==> config.mk <==
export PLATFORM = sky130hd
export DESIGN_NAME = image_header_codec_sniffer_flat
export DESIGN_NICKNAME = d
export VERILOG_FILES = /design/src/rtl/core/ihcs_pkg.sv /design/src/rtl/core/ihcs_if.sv /design/src/rtl/core/image_header_codec_sniffer.sv /design/src/flat_wrapper.sv
export SDC_FILE = /design/constraint.sdc
export NUM_CORES = 1
export LEC_CHECK = 0
export ABC_AREA = 1
export BUFFER_PORTS_ARGS = -buffer_cell sky130_fd_sc_hd__buf_4
export CORE_ASPECT_RATIO = 1.2
export CORE_UTILIZATION = 40
export CTS_BUF_LIST = sky130_fd_sc_hd__clkbuf_2
export DETAILED_ROUTE_END_ITERATION = 8
export GPL_ROUTABILITY_DRIVEN = 0
export SETUP_SLACK_MARGIN = 0.5
export SLEW_MARGIN = 5
export SYNTH_ARGS = -nofsm -noshare
export SYNTH_HDL_FRONTEND = slang
export SYNTH_SLANG_ARGS = --single-unit
==> constraint.sdc <==
create_clock -name i_clk -period 16.6 [get_ports i_clk]
set_input_delay 0.83 -clock i_clk [delete_from_list [all_inputs] [get_ports i_clk]]
set_output_delay 0.83 -clock i_clk [all_outputs]
set_load 0.01 [all_outputs]
==> src/rtl/core/ihcs_pkg.sv <==
`timescale 1ns / 1ps
// Shared constants, types and brand-matching functions for the image header sniffer.
// No dependencies; used by the top level and the testbench.
package ihcs_pkg;

    localparam int HEAD_BYTES  = 4096;
    localparam int POS_W       = $clog2(HEAD_BYTES + 1);
    localparam int STORE_DEPTH = 29;
    localparam int STORE_AW    = $clog2(STORE_DEPTH);
    localparam int SUM_W       = ((POS_W > 16) ? POS_W : 16) + 2;

    typedef enum logic [3:0] {
        KIND_NONE        = 4'd0,
        KIND_VP8         = 4'd1,
        KIND_VP8L        = 4'd2,
        KIND_VP8X        = 4'd3,
        KIND_PNG         = 4'd4,
        KIND_AV1         = 4'd5,
        KIND_HEVC        = 4'd6,
        KIND_H264        = 4'd7,
        KIND_JPEG_BASE   = 4'd8,
        KIND_JPEG_PROGR  = 4'd9
    } t_kind;

    typedef enum logic [1:0] {
        WALK_RUNNING     = 2'd0,
        WALK_BASELINE    = 2'd1,
        WALK_PROGRESSIVE = 2'd2,
        WALK_STOPPED     = 2'd3
    } t_walk;

    localparam logic [31:0] CC_RIFF = 32'h5249_4646;
    localparam logic [31:0] CC_WEBP = 32'h5745_4250;
    localparam logic [31:0] CC_VP8  = 32'h5650_3820;
    localparam logic [31:0] CC_VP8L = 32'h5650_384C;
    localparam logic [31:0] CC_VP8X = 32'h5650_3858;
    localparam logic [31:0] CC_PNG0 = 32'h8950_4E47;
    localparam logic [31:0] CC_PNG1 = 32'h0D0A_1A0A;
    localparam logic [31:0] CC_FTYP = 32'h6674_7970;

    localparam logic [7:0] FLAG_ALPHA = 8'h10;
    localparam logic [7:0] FLAG_ANIM  = 8'h02;

    localparam logic [7:0] MK_PREFIX = 8'hFF;
    localparam logic [7:0] MK_SOI    = 8'hD8;
    localparam logic [7:0] MK_SOF0   = 8'hC0;
    localparam logic [7:0] MK_SOF1   = 8'hC1;
    localparam logic [7:0] MK_SOF2   = 8'hC2;
    localparam logic [7:0] MK_SOS    = 8'hDA;
    localparam logic [7:0] MK_EOI    = 8'hD9;

    function automatic logic is_av1_brand(input logic [31:0] w);
        return (w == 32'h6176_3031) || (w == 32'h6176_6966) || (w == 32'h6176_6973);
    endfunction

    function automatic logic is_hevc_brand(input logic [31:0] w);
        return (w == 32'h6865_6963) || (w == 32'h6865_6978) || (w == 32'h6865_7663)
            || (w == 32'h6865_7678) || (w == 32'h6D73_6631) || (w == 32'h6865_6973);
    endfunction

    function automatic logic is_h264_brand(input logic [31:0] w);
        return (w == 32'h6176_6331) || (w == 32'h6176_6373);
    endfunction

endpackage

==> src/rtl/core/ihcs_if.sv <==
`timescale 1ns / 1ps
// Valid/ready channel interfaces for the byte input and the result output.
// Depends on ihcs_pkg for nothing but sits after it in compile order.
interface ihcs_in_if;
    logic       valid;
    logic       ready;
    logic [7:0] data_byte;
    logic       last_byte;

    modport source (output valid, output data_byte, output last_byte, input ready);
    modport sink   (input valid, input data_byte, input last_byte, output ready);
endinterface

interface ihcs_out_if;
    logic       valid;
    logic       ready;
    logic [3:0] kind;
    logic       has_alpha;
    logic       has_animation;
    logic       colour_valid;
    logic [7:0] colour_type;
    logic [7:0] bit_depth;
    logic       interlaced;

    modport source (output valid, output kind, output has_alpha, output has_animation,
                    output colour_valid, output colour_type, output bit_depth,
                    output interlaced, input ready);
    modport sink   (input valid, input kind, input has_alpha, input has_animation,
                    input colour_valid, input colour_type, input bit_depth,
                    input interlaced, output ready);
endinterface

==> src/rtl/core/image_header_codec_sniffer.sv <==
`timescale 1ns / 1ps
// Image header sniffer top level: streams file-head bytes and reports the codec kind.
// Depends on ihcs_pkg and the channel interfaces in ihcs_if.sv.
//
//   Channel    Dir  Carries                         Word
//   i_byte     in   data_byte, last_byte            one byte of the file head
//   o_result   out  kind and the detail fields      one result per head
//
// One byte word is taken every cycle unless the input stalls; a word is registered, then
// folded into the running state, and the result is registered as its last byte is folded.
// Only a word marked last stalls the input, and only while the previous result is unread.
// Reset is synchronous, active low, and returns the block to an empty head.
module image_header_codec_sniffer (
    input  logic             i_clk,
    input  logic             i_rst_n,
    ihcs_in_if.sink          i_byte,
    ihcs_out_if.source       o_result
);

    localparam int PW = ihcs_pkg::POS_W;
    localparam int SW = ihcs_pkg::SUM_W;

    logic                      r_in_valid;
    logic [7:0]                r_in_byte;
    logic                      r_in_last;

    logic [PW-1:0]             r_pos,    n_pos,    upd_pos;
    logic [7:0]                r_store [ihcs_pkg::STORE_DEPTH];
    logic [7:0]                upd_store [ihcs_pkg::STORE_DEPTH];
    logic [31:0]               r_ws,     n_ws,     upd_ws;
    logic [2:0]                r_brands, n_brands, upd_brands;
    logic [PW-1:0]             r_seg,    n_seg,    upd_seg;
    logic [7:0]                r_seg_hi, n_seg_hi, upd_seg_hi;
    ihcs_pkg::t_walk           r_walk,   n_walk,   upd_walk;

    logic                      r_out_valid;
    ihcs_pkg::t_kind           r_kind,   n_kind;
    logic                      r_alpha,  n_alpha;
    logic                      r_anim,   n_anim;
    logic                      r_cvalid, n_cvalid;
    logic [7:0]                r_ctype,  n_ctype;
    logic [7:0]                r_depth,  n_depth;
    logic                      r_ilace,  n_ilace;

    logic                      advance;
    logic                      step;
    logic                      take;

    assign advance        = !r_in_valid || !r_in_last || !r_out_valid || o_result.ready;
    assign step           = r_in_valid && advance;
    assign take           = step && (r_pos < PW'(ihcs_pkg::HEAD_BYTES));
    assign i_byte.ready   = !r_in_valid || advance;

    always_comb begin
        logic [31:0]   box;
        logic [PW:0]   seg_p2;
        logic [PW:0]   seg_p3;
        logic [15:0]   seg_len;
        logic [SW-1:0] seg_sum;
        logic [7:0]    m0;
        logic [7:0]    m1;

        box      = {r_store[0], r_store[1], r_store[2], r_store[3]};
        seg_p2   = {1'b0, r_seg} + (PW+1)'(2);
        seg_p3   = {1'b0, r_seg} + (PW+1)'(3);
        seg_len  = {r_seg_hi, r_in_byte};
        seg_sum  = SW'(r_seg) + SW'(seg_len) + SW'(2);
        m0       = r_ws[23:16];
        m1       = r_ws[15:8];

        upd_pos    = r_pos;
        upd_store  = r_store;
        upd_ws     = r_ws;
        upd_brands = r_brands;
        upd_seg    = r_seg;
        upd_seg_hi = r_seg_hi;
        upd_walk   = r_walk;

        if (take) begin
            if (r_pos < PW'(ihcs_pkg::STORE_DEPTH)) begin
                upd_store[r_pos[ihcs_pkg::STORE_AW-1:0]] = r_in_byte;
            end
            upd_ws = {r_ws[23:0], r_in_byte};
            if ((r_pos >= PW'(11)) && (r_pos[1:0] == 2'b11)
                && ((box == 32'd0) || (32'(r_pos) < box))) begin
                if (ihcs_pkg::is_av1_brand(upd_ws))  upd_brands[0] = 1'b1;
                if (ihcs_pkg::is_hevc_brand(upd_ws)) upd_brands[1] = 1'b1;
                if (ihcs_pkg::is_h264_brand(upd_ws)) upd_brands[2] = 1'b1;
            end
            if (r_walk == ihcs_pkg::WALK_RUNNING) begin
                if ({1'b0, r_pos} == seg_p2) begin
                    upd_seg_hi = r_in_byte;
                end else if ({1'b0, r_pos} == seg_p3) begin
                    priority if (m0 != ihcs_pkg::MK_PREFIX) begin
                        upd_walk = ihcs_pkg::WALK_STOPPED;
                    end else if ((m1 == ihcs_pkg::MK_SOF0) || (m1 == ihcs_pkg::MK_SOF1)) begin
                        upd_walk = ihcs_pkg::WALK_BASELINE;
                    end else if (m1 == ihcs_pkg::MK_SOF2) begin
                        upd_walk = ihcs_pkg::WALK_PROGRESSIVE;
                    end else if ((m1 == ihcs_pkg::MK_SOS) || (m1 == ihcs_pkg::MK_EOI)) begin
                        upd_walk = ihcs_pkg::WALK_STOPPED;
                    end else if (seg_len < 16'd2) begin
                        upd_walk = ihcs_pkg::WALK_STOPPED;
                    end else if (seg_sum > SW'(ihcs_pkg::HEAD_BYTES)) begin
                        upd_seg = PW'(ihcs_pkg::HEAD_BYTES);
                    end else begin
                        upd_seg = seg_sum[PW-1:0];
                    end
                end
            end
            upd_pos = r_pos + PW'(1);
        end
    end

    always_comb begin
        logic [31:0] w0;
        logic [31:0] w4;
        logic [31:0] w8;
        logic [31:0] w12;
        logic [7:0]  ct;

        w0  = {upd_store[0],  upd_store[1],  upd_store[2],  upd_store[3]};
        w4  = {upd_store[4],  upd_store[5],  upd_store[6],  upd_store[7]};
        w8  = {upd_store[8],  upd_store[9],  upd_store[10], upd_store[11]};
        w12 = {upd_store[12], upd_store[13], upd_store[14], upd_store[15]};
        ct  = upd_store[25];

        n_kind   = ihcs_pkg::KIND_NONE;
        n_alpha  = 1'b0;
        n_anim   = 1'b0;
        n_cvalid = 1'b0;
        n_ctype  = 8'd0;
        n_depth  = 8'd0;
        n_ilace  = 1'b0;

        if (upd_pos >= PW'(16)) begin
            priority if ((w0 == ihcs_pkg::CC_RIFF) && (w8 == ihcs_pkg::CC_WEBP)) begin
                priority if (w12 == ihcs_pkg::CC_VP8) begin
                    n_kind = ihcs_pkg::KIND_VP8;
                end else if (w12 == ihcs_pkg::CC_VP8L) begin
                    n_kind = ihcs_pkg::KIND_VP8L;
                end else if ((w12 == ihcs_pkg::CC_VP8X) && (upd_pos >= PW'(21))) begin
                    n_kind  = ihcs_pkg::KIND_VP8X;
                    n_alpha = |(upd_store[20] & ihcs_pkg::FLAG_ALPHA);
                    n_anim  = |(upd_store[20] & ihcs_pkg::FLAG_ANIM);
                end else begin
                    n_kind = ihcs_pkg::KIND_NONE;
                end
            end else if ((upd_pos >= PW'(29)) && (w0 == ihcs_pkg::CC_PNG0)
                         && (w4 == ihcs_pkg::CC_PNG1)) begin
                n_kind   = ihcs_pkg::KIND_PNG;
                n_cvalid = (ct == 8'd0) || (ct == 8'd2) || (ct == 8'd3)
                        || (ct == 8'd4) || (ct == 8'd6);
                n_ctype  = ct;
                n_depth  = upd_store[24];
                n_ilace  = |upd_store[28];
            end else if (w4 == ihcs_pkg::CC_FTYP) begin
                priority if (upd_brands[0]) begin
                    n_kind = ihcs_pkg::KIND_AV1;
                end else if (upd_brands[1]) begin
                    n_kind = ihcs_pkg::KIND_HEVC;
                end else if (upd_brands[2]) begin
                    n_kind = ihcs_pkg::KIND_H264;
                end else begin
                    n_kind = ihcs_pkg::KIND_NONE;
                end
            end else if ((upd_store[0] == ihcs_pkg::MK_PREFIX)
                         && (upd_store[1] == ihcs_pkg::MK_SOI)) begin
                priority if (upd_walk == ihcs_pkg::WALK_BASELINE) begin
                    n_kind = ihcs_pkg::KIND_JPEG_BASE;
                end else if (upd_walk == ihcs_pkg::WALK_PROGRESSIVE) begin
                    n_kind = ihcs_pkg::KIND_JPEG_PROGR;
                end else begin
                    n_kind = ihcs_pkg::KIND_NONE;
                end
            end else begin
                n_kind = ihcs_pkg::KIND_NONE;
            end
        end
    end

    always_comb begin
        if (step && r_in_last) begin
            n_pos    = '0;
            n_ws     = '0;
            n_brands = '0;
            n_seg    = PW'(2);
            n_seg_hi = '0;
            n_walk   = ihcs_pkg::WALK_RUNNING;
        end else begin
            n_pos    = upd_pos;
            n_ws     = upd_ws;
            n_brands = upd_brands;
            n_seg    = upd_seg;
            n_seg_hi = upd_seg_hi;
            n_walk   = upd_walk;
        end
    end

    always_ff @(posedge i_clk) begin
        if (!i_rst_n) begin
            r_in_valid  <= 1'b0;
            r_out_valid <= 1'b0;
            r_pos       <= '0;
            r_ws        <= '0;
            r_brands    <= '0;
            r_seg       <= PW'(2);
            r_seg_hi    <= '0;
            r_walk      <= ihcs_pkg::WALK_RUNNING;
        end else begin
            if (i_byte.ready) begin
                r_in_valid <= i_byte.valid;
            end
            r_out_valid <= (r_out_valid && !o_result.ready) || (step && r_in_last);
            r_pos       <= n_pos;
            r_ws        <= n_ws;
            r_brands    <= n_brands;
            r_seg       <= n_seg;
            r_seg_hi    <= n_seg_hi;
            r_walk      <= n_walk;
        end
    end

    always_ff @(posedge i_clk) begin
        if (i_byte.ready && i_byte.valid) begin
            r_in_byte <= i_byte.data_byte;
            r_in_last <= i_byte.last_byte;
        end
        if (take) begin
            r_store <= upd_store;
        end
        if (step && r_in_last) begin
            r_kind   <= n_kind;
            r_alpha  <= n_alpha;
            r_anim   <= n_anim;
            r_cvalid <= n_cvalid;
            r_ctype  <= n_ctype;
            r_depth  <= n_depth;
            r_ilace  <= n_ilace;
        end
    end

    assign o_result.valid         = r_out_valid;
    assign o_result.kind          = r_kind;
    assign o_result.has_alpha     = r_alpha;
    assign o_result.has_animation = r_anim;
    assign o_result.colour_valid  = r_cvalid;
    assign o_result.colour_type   = r_ctype;
    assign o_result.bit_depth     = r_depth;
    assign o_result.interlaced    = r_ilace;

endmodule

==> src/flat_wrapper.sv <==
// flat-port wrapper written by rule: the top's interface ports become plain ports
module image_header_codec_sniffer_flat 
  (i_clk, i_rst_n, i_byte_valid, i_byte_data_byte, i_byte_last_byte, i_byte_ready, o_result_valid, o_result_kind, o_result_has_alpha, o_result_has_animation, o_result_colour_valid, o_result_colour_type, o_result_bit_depth, o_result_interlaced, o_result_ready);
  ihcs_in_if i_byte_i ();
  ihcs_out_if o_result_i ();
  input  logic i_clk;
  input  logic i_rst_n;
  input wire logic [$bits(i_byte_i.valid)-1:0] i_byte_valid;
  input wire logic [$bits(i_byte_i.data_byte)-1:0] i_byte_data_byte;
  input wire logic [$bits(i_byte_i.last_byte)-1:0] i_byte_last_byte;
  output wire logic [$bits(i_byte_i.ready)-1:0] i_byte_ready;
  output wire logic [$bits(o_result_i.valid)-1:0] o_result_valid;
  output wire logic [$bits(o_result_i.kind)-1:0] o_result_kind;
  output wire logic [$bits(o_result_i.has_alpha)-1:0] o_result_has_alpha;
  output wire logic [$bits(o_result_i.has_animation)-1:0] o_result_has_animation;
  output wire logic [$bits(o_result_i.colour_valid)-1:0] o_result_colour_valid;
  output wire logic [$bits(o_result_i.colour_type)-1:0] o_result_colour_type;
  output wire logic [$bits(o_result_i.bit_depth)-1:0] o_result_bit_depth;
  output wire logic [$bits(o_result_i.interlaced)-1:0] o_result_interlaced;
  input wire logic [$bits(o_result_i.ready)-1:0] o_result_ready;
  assign i_byte_i.valid = i_byte_valid;
  assign i_byte_i.data_byte = i_byte_data_byte;
  assign i_byte_i.last_byte = i_byte_last_byte;
  assign i_byte_ready = i_byte_i.ready;
  assign o_result_valid = o_result_i.valid;
  assign o_result_kind = o_result_i.kind;
  assign o_result_has_alpha = o_result_i.has_alpha;
  assign o_result_has_animation = o_result_i.has_animation;
  assign o_result_colour_valid = o_result_i.colour_valid;
  assign o_result_colour_type = o_result_i.colour_type;
  assign o_result_bit_depth = o_result_i.bit_depth;
  assign o_result_interlaced = o_result_i.interlaced;
  assign o_result_i.ready = o_result_ready;
  image_header_codec_sniffer u_core (.i_clk(i_clk), .i_rst_n(i_rst_n), .i_byte(i_byte_i), .o_result(o_result_i));
endmodule
Word-level counts from Yosys, hierarchy flattened:

Index checks and enable logic that the tools add are counted.

* latch bits: 0
* RAM bits: 0
* register bits after elaboration: 330
* ROM bits: 0
* memories: 0
* output and inout bits: 26

* reductions and logical operators: 47
* divide/modulo/power cells: 0
* shifts and indexed selects: 0
* $lt $le $gt $ge: 11
* equality and inequality tests: 36
* $add $sub $neg: 5
* bitwise operators: 12
* $mul: 0
* muxes and demuxes: 33

Operator list (number)
* equality test 32 x 31 -> 1 bit, second input constant: 17
* 2-to-1 mux 232 bit: 2
* bitwise mux 232 bit: 1
* equality test 8 bit, second input constant: 7
* demux 8 bit (select 5 bit): 1
* 2-to-1 mux 4 bit: 10
* greater-or-equal comparator 13 x 5 -> 1 bit, second input constant: 3
* equality test 32 x 28 -> 1 bit, second input constant: 1
* equality test 32 bit, second input constant: 1
* zero test 32 bit: 1
* less-than comparator 13 x 32 -> 1 bit: 1
* adder 13 x 2 -> 14 bit, second input constant: 2
* equality test 13 x 14 -> 1 bit: 2
* 2-to-1 mux 13 bit: 2
* logical OR 1 bit: 20
* 2-to-1 mux 2 bit: 10
* adder 18 x 2 -> 18 bit, second input constant: 1
* > comparator 18 x 13 -> 1 bit, second input constant: 1
* adder 13 x 16 -> 17 bit: 1
* equality test 8 x 2 -> 1 bit, second input constant: 2
* equality test 8 x 3 -> 1 bit, second input constant: 2
* less-than comparator 16 x 2 -> 1 bit, second input constant: 1
* adder 13 x 1 -> 13 bit, second input constant: 1
* greater-or-equal comparator 13 x 4 -> 1 bit, second input constant: 1
* other kinds (23): 53

Longest topological paths before layout:

* depth after elaboration: 17
* gate-level depth with buffers: 21
* depth with buffers taken out: 20

Worst setup path before layout:

No wires, ideal clock.

* path kind: input -> register
* from: in o_result_ready
* to: reg u_core.r_store[0] (netlist name) (enable)
* setup time: 579 ps
* path buffers: 1
* stages on the path: 5
* arrival: 5562 ps
* required time: 16021 ps
* slack: 10459 ps
* cell sequence: nor2_2 -> nand2_2 -> nand2_1 -> inv_2 -> clkbuf_1

* word-level cells in the longest chain between the ends: 3

Ends and longest elaborated chain
* from (decl): RTL line flat_wrapper.sv:20 `input wire logic [$bits(o_result_i.ready)-1:0] o_result_ready;`
* logical OR 1 bit: RTL line image_header_codec_sniffer.sv:49 `assign advance = !r_in_valid || !r_in_last || !r_out_valid || o_result.ready;`
* logical AND 1 bit: RTL line image_header_codec_sniffer.sv:50 `assign step = r_in_valid && advance;`
* logical AND 1 bit: RTL line image_header_codec_sniffer.sv:51 `assign take = step && (r_pos < PW'(ihcs_pkg::HEAD_BYTES));`
* to (signal assigned): RTL line image_header_codec_sniffer.sv:230 `r_store <= upd_store;`
* to (decl): RTL line image_header_codec_sniffer.sv:28 `logic [7:0] r_store [ihcs_pkg::STORE_DEPTH];`

No other way between the ends.
A chain may end at the register's enable or synchronous reset.

Final worst setup path:

* from: reg u_core.r_in_last
* to: reg u_core.r_anim (netlist: u_core.o_result.has_animation), data pin

* word-level cells in the longest chain between the ends: 11
* elaborated cells between the ends (all ways): 21

Ends and longest elaborated chain
* from (decl): RTL line image_header_codec_sniffer.sv:25 `logic r_in_last;`
* from (signal assigned): RTL line image_header_codec_sniffer.sv:227 `r_in_last <= i_byte.last_byte;`
* zero test 1 bit *: RTL line image_header_codec_sniffer.sv:49
* logical OR 1 bit * (3 in a row): RTL line image_header_codec_sniffer.sv:49
* logical AND 1 bit *: RTL line image_header_codec_sniffer.sv:50
* logical AND 1 bit *: RTL line image_header_codec_sniffer.sv:51
* 2-to-1 mux 13 bit / 2-to-1 mux 232 bit (equally long branches): RTL line image_header_codec_sniffer.sv:79 `if (take) begin`
* greater-or-equal comparator 13 x 5 -> 1 bit, or another cell as far along: RTL line image_header_codec_sniffer.sv:142 `end else if ((w12 == ihcs_pkg::CC_VP8X) && (upd_pos >= PW'(21))) begin`
* logical AND 1 bit (on tied branches): RTL line image_header_codec_sniffer.sv:142, image_header_codec_sniffer.sv:137
* inverter 1 bit (no line)
* OR reduction 5 bit (no line)
* to (signal assigned): RTL line image_header_codec_sniffer.sv:235 `r_anim <= n_anim;`
* to (decl): RTL line image_header_codec_sniffer.sv:39 `logic r_anim, n_anim;`

Every way passes the cells marked *; elsewhere a longest branch is shown, timed or not.

==> impl_results.md <==
* Post-DP Area at 0.0160 mm2
* HPWL after DPL at 31,500 um
* Min Tclk post-route at 4.09 ns
* Type of origin of the critical path: register
* Initial Util at 40.5%
* First-pass GRT wire length at 69,700 um
* Top_reg_cell synth: edfxtp_1
* Kind of critical path: register to register
* Row cnt at 78
* Die height at 216 um
* Tcrit/Tclk final at 24.6%
* Max VDD drop at 0.0404 mV
* CP top delay family: simple AND/OR/NAND/NOR gates
* Max-cap violation count at 0
* Post-route DRC at 0
* Post-route setup slack at 12.51 ns
* Seq pwr share at 54.1%
* Most common cell after layout, fill and taps aside: nand2_1
* Setup Skew at 0.0992 ns
* Antenna violations before repair at 3
* Unique masters post-synth at 44
* Fmax achieved at 244 MHz
* H-tree lvl count at 3
* RSZ-0062 raised after global routing: false
* CTS max path bufs at 3
* Number of synthesized flops with an enable pin at 187
* 1st-pass router iterations at 7
* Area growth syn-to-layout at 9.65%
* Max_slew headroom at 26.1%
* Share of layout cells above drive strength 1 at 9.94%
* Critical path cell sequence: nand2_1 > inv_2 > nand2_2 > nand2_1 > buf_4 > inv_6 > nand2_2 > nor2_1 > nand2_1 > o21ai_0 > nand2_1 > nor2_1 > nand2_1 > nor2_1 > nand3_1 > nand4_1 > nor3_1
* Data arrival, critical path at 4.76 ns
* Yosys Warn Count at 0
* Via density at 5.14
* Register bit total from synthesis at 252
* Post-DRT Antenna Nets at 0
* Setup TNS Final at 0 ns
* Status: finished clean
* CP Capture Type: register
* Final Net Count at 2,191
* Worst skew pair latency at 0.96 ns
* Die width at 181 um
* Fin area at 0.0168 mm2
* CTS tree: built
* WP buf/inv at 3
* Root buffer cell: clkbuf_2
* 1st-iter DRT viols at 985
* Sequential area share after synthesis at 45.2%
* Number of post-CTS setup repair buffers at 0
* Max Slew Vio Count at 0
* Largest net degree at the start of global routing at 80
* GRT Residual Overflow at 0
* Final hold violations at 0
* Mapped Nets at 2,119
* Vias in the first global route at 13,200
* Clock-pin slew on the worst setup and hold paths at 0.09 ns
* PortBufs at 38
* Leakage power at 7.09 nW
* Gr usage total at 22.9%
* P per Cell Area at 77.6 mW/mm2
* Routed WL at 44,600 um
* Routed WL per cell at 16.7 um
* Ports at 39
* Worst Max-Slew Pin Slew at 1.10 ns
* Mapped cell area at 0.0153 mm2
* Worst min-delay path category: input port to register
* Total CTS buffers at 72
* Delay of the slowest critical-path stage at 0.70 ns
* Core ar. at 0.0378 mm2
* Sink Count at 252
* Most frequent cells in the layout: nand2_1 (581), inv_1 (287), nor2_1 (264), edfxtp_1 (187), o21ai_0 (150)
* Area of the die at 0.0390 mm2
* Gate power share at 8.3%
* Critical Path Most Common Cell: nand2_1
* Setup slack at placement at 12.21 ns
* Net Sw Power at 0.362 mW
* Post-synthesis instance total at 2,071
* Async set-reset flop share out of synthesis at 0%
* CP Max Fanout at 54
* Total number of vias at 13,700
* Clock network power share at 37.6%
* Mean Syn Cell Area at 7.39 um2
* Switching part of the total power at 27.8%
* Required time at the worst-slack endpoint at 17.27 ns
* # setup viols final at 0
* Internal Pwr Total at 0.939 mW
* Highest-delay cell along the critical path: nor2_1
## cells by family (layout without fill, tap and decap cells)
| group | count (synthesis) | count (layout) | synth area share (%) |
|---|---|---|---|
| XOR/XNOR | 46 | 46 | 2.63 |
| AND/OR/NAND/NOR | 1121 | 1121 | 31.1 |
| AO/OA/AOI/OAI | 263 | 263 | 9.09 |
| flip-flops | 252 | 252 | 45.2 |
| adder cells (fa/ha/maj) | 35 | 35 | 2.91 |
| other | 0 | 2 | 0 |
| buffers and inverters | 354 | 477 | 9.03 |
## flip-flops by register name, summed over array words and instances, names as in the netlist
register / count
u_core.o_result.has_alpha: 1
u_core.o_result.has_animation: 1
u_core.o_result.bit_depth: 8
u_core.r_seg: 13
u_core.r_walk: 2
u_core.r_in_byte: 8
u_core.r_store: 154
u_core.r_pos: 13
u_core.o_result.kind: 4
u_core.o_result.interlaced: 1
u_core.r_in_last: 1
u_core.o_result.colour_valid: 1
u_core.o_result.colour_type: 8
u_core.r_in_valid: 1
u_core.o_result.valid: 1
u_core.r_seg_hi: 8
u_core.r_brands: 3
u_core.r_ws: 24
## synthesized netlist by cell type (3+ instances only)
cell type | number | area (um2)
a21oi_1 | 73 | 365
and2_1 | 3 | 18.8
buf_2 | 15 | 75.1
buf_4 | 7 | 52.6
clkbuf_1 | 38 | 143
dfxtp_1 | 65 | 1300
edfxtp_1 | 187 | 5620
ha_1 | 34 | 425
inv_1 | 287 | 1080
inv_2 | 5 | 18.8
nand2_1 | 581 | 2180
nand2_2 | 6 | 37.5
nand3_1 | 121 | 606
nand4_1 | 50 | 313
nor2_1 | 266 | 998
nor2_2 | 20 | 125
nor3_1 | 36 | 180
nor3b_1 | 4 | 30.0
nor4_1 | 14 | 87.6
o21a_1 | 19 | 143
o21ai_0 | 150 | 751
o21ai_1 | 11 | 55.1
or2_2 | 9 | 56.3
xnor2_1 | 9 | 78.8
xor2_1 | 37 | 324
## power by group through the flow
stage          clock network, mW  logic, mW  registers [mW]
5_1_grt                    0.534      0.119           0.705
3_3_place_gp                   0      0.104           0.717
4_1_cts                    0.506      0.108           0.703
2_1_floorplan                  0     0.0670           0.719
3_5_place_dp                   0      0.106           0.717
6_report                   0.490      0.108           0.703
## repair_timing
item / 4_1_cts / 5_1_grt
hold buffers: 5 / 0
hold endpoints to repair: 5 / 0
gates resized for setup: 0 / 0
## per-stage QoR
stage	total power [mW]	utilization, %	hold WS [ns]	std cells
after floorplan	0.786	-	0.455	2071
after global placement	0.822	42.4	0.472	2544
after detailed placement	0.823	42.4	0.479	2544
after CTS	1.32	44.4	0.00561	2674
after global routing	1.36	44.4	0.0278	2676
final	1.30	44.4	0.0823	2676
## per-layer routing
metal  routed length, um  global-route usage (%)  up-vias
li1                    -                       -     6923
met1               18800                    27.9     6330
met2               21800                    40.1      394
met3                2620                    4.12       99
met4                1350                    9.20        0
met5                   0                       0        -
## worst paths after layout
path	start	end	slack (ns)	cells past startpoint
max	u_core.r_in_last	u_core.o_result.has_animation	12.51	17
min	i_byte_data_byte[4]	u_core.r_in_byte[4]	0.08	1
max reg2reg	u_core.r_in_last	u_core.o_result.has_animation	12.51	17
min reg2reg	u_core.r_ws[16]	u_core.r_ws[16]	0.49	2
## final cells by class
type / instances / area (um2)
Timing Repair Buffer: 59 / 455
Fill cell: 3908 / 21000
Sequential cell: 252 / 6920
Multi-Input combinational cell: 1465 / 7000
Tap cell: 480 / 601
Antenna cell: 2 / 5.00
Clock inverter: 18 / 151
Clock buffer: 107 / 536
Inverter: 293 / 1100
Power figures use the tool's default switching activity.
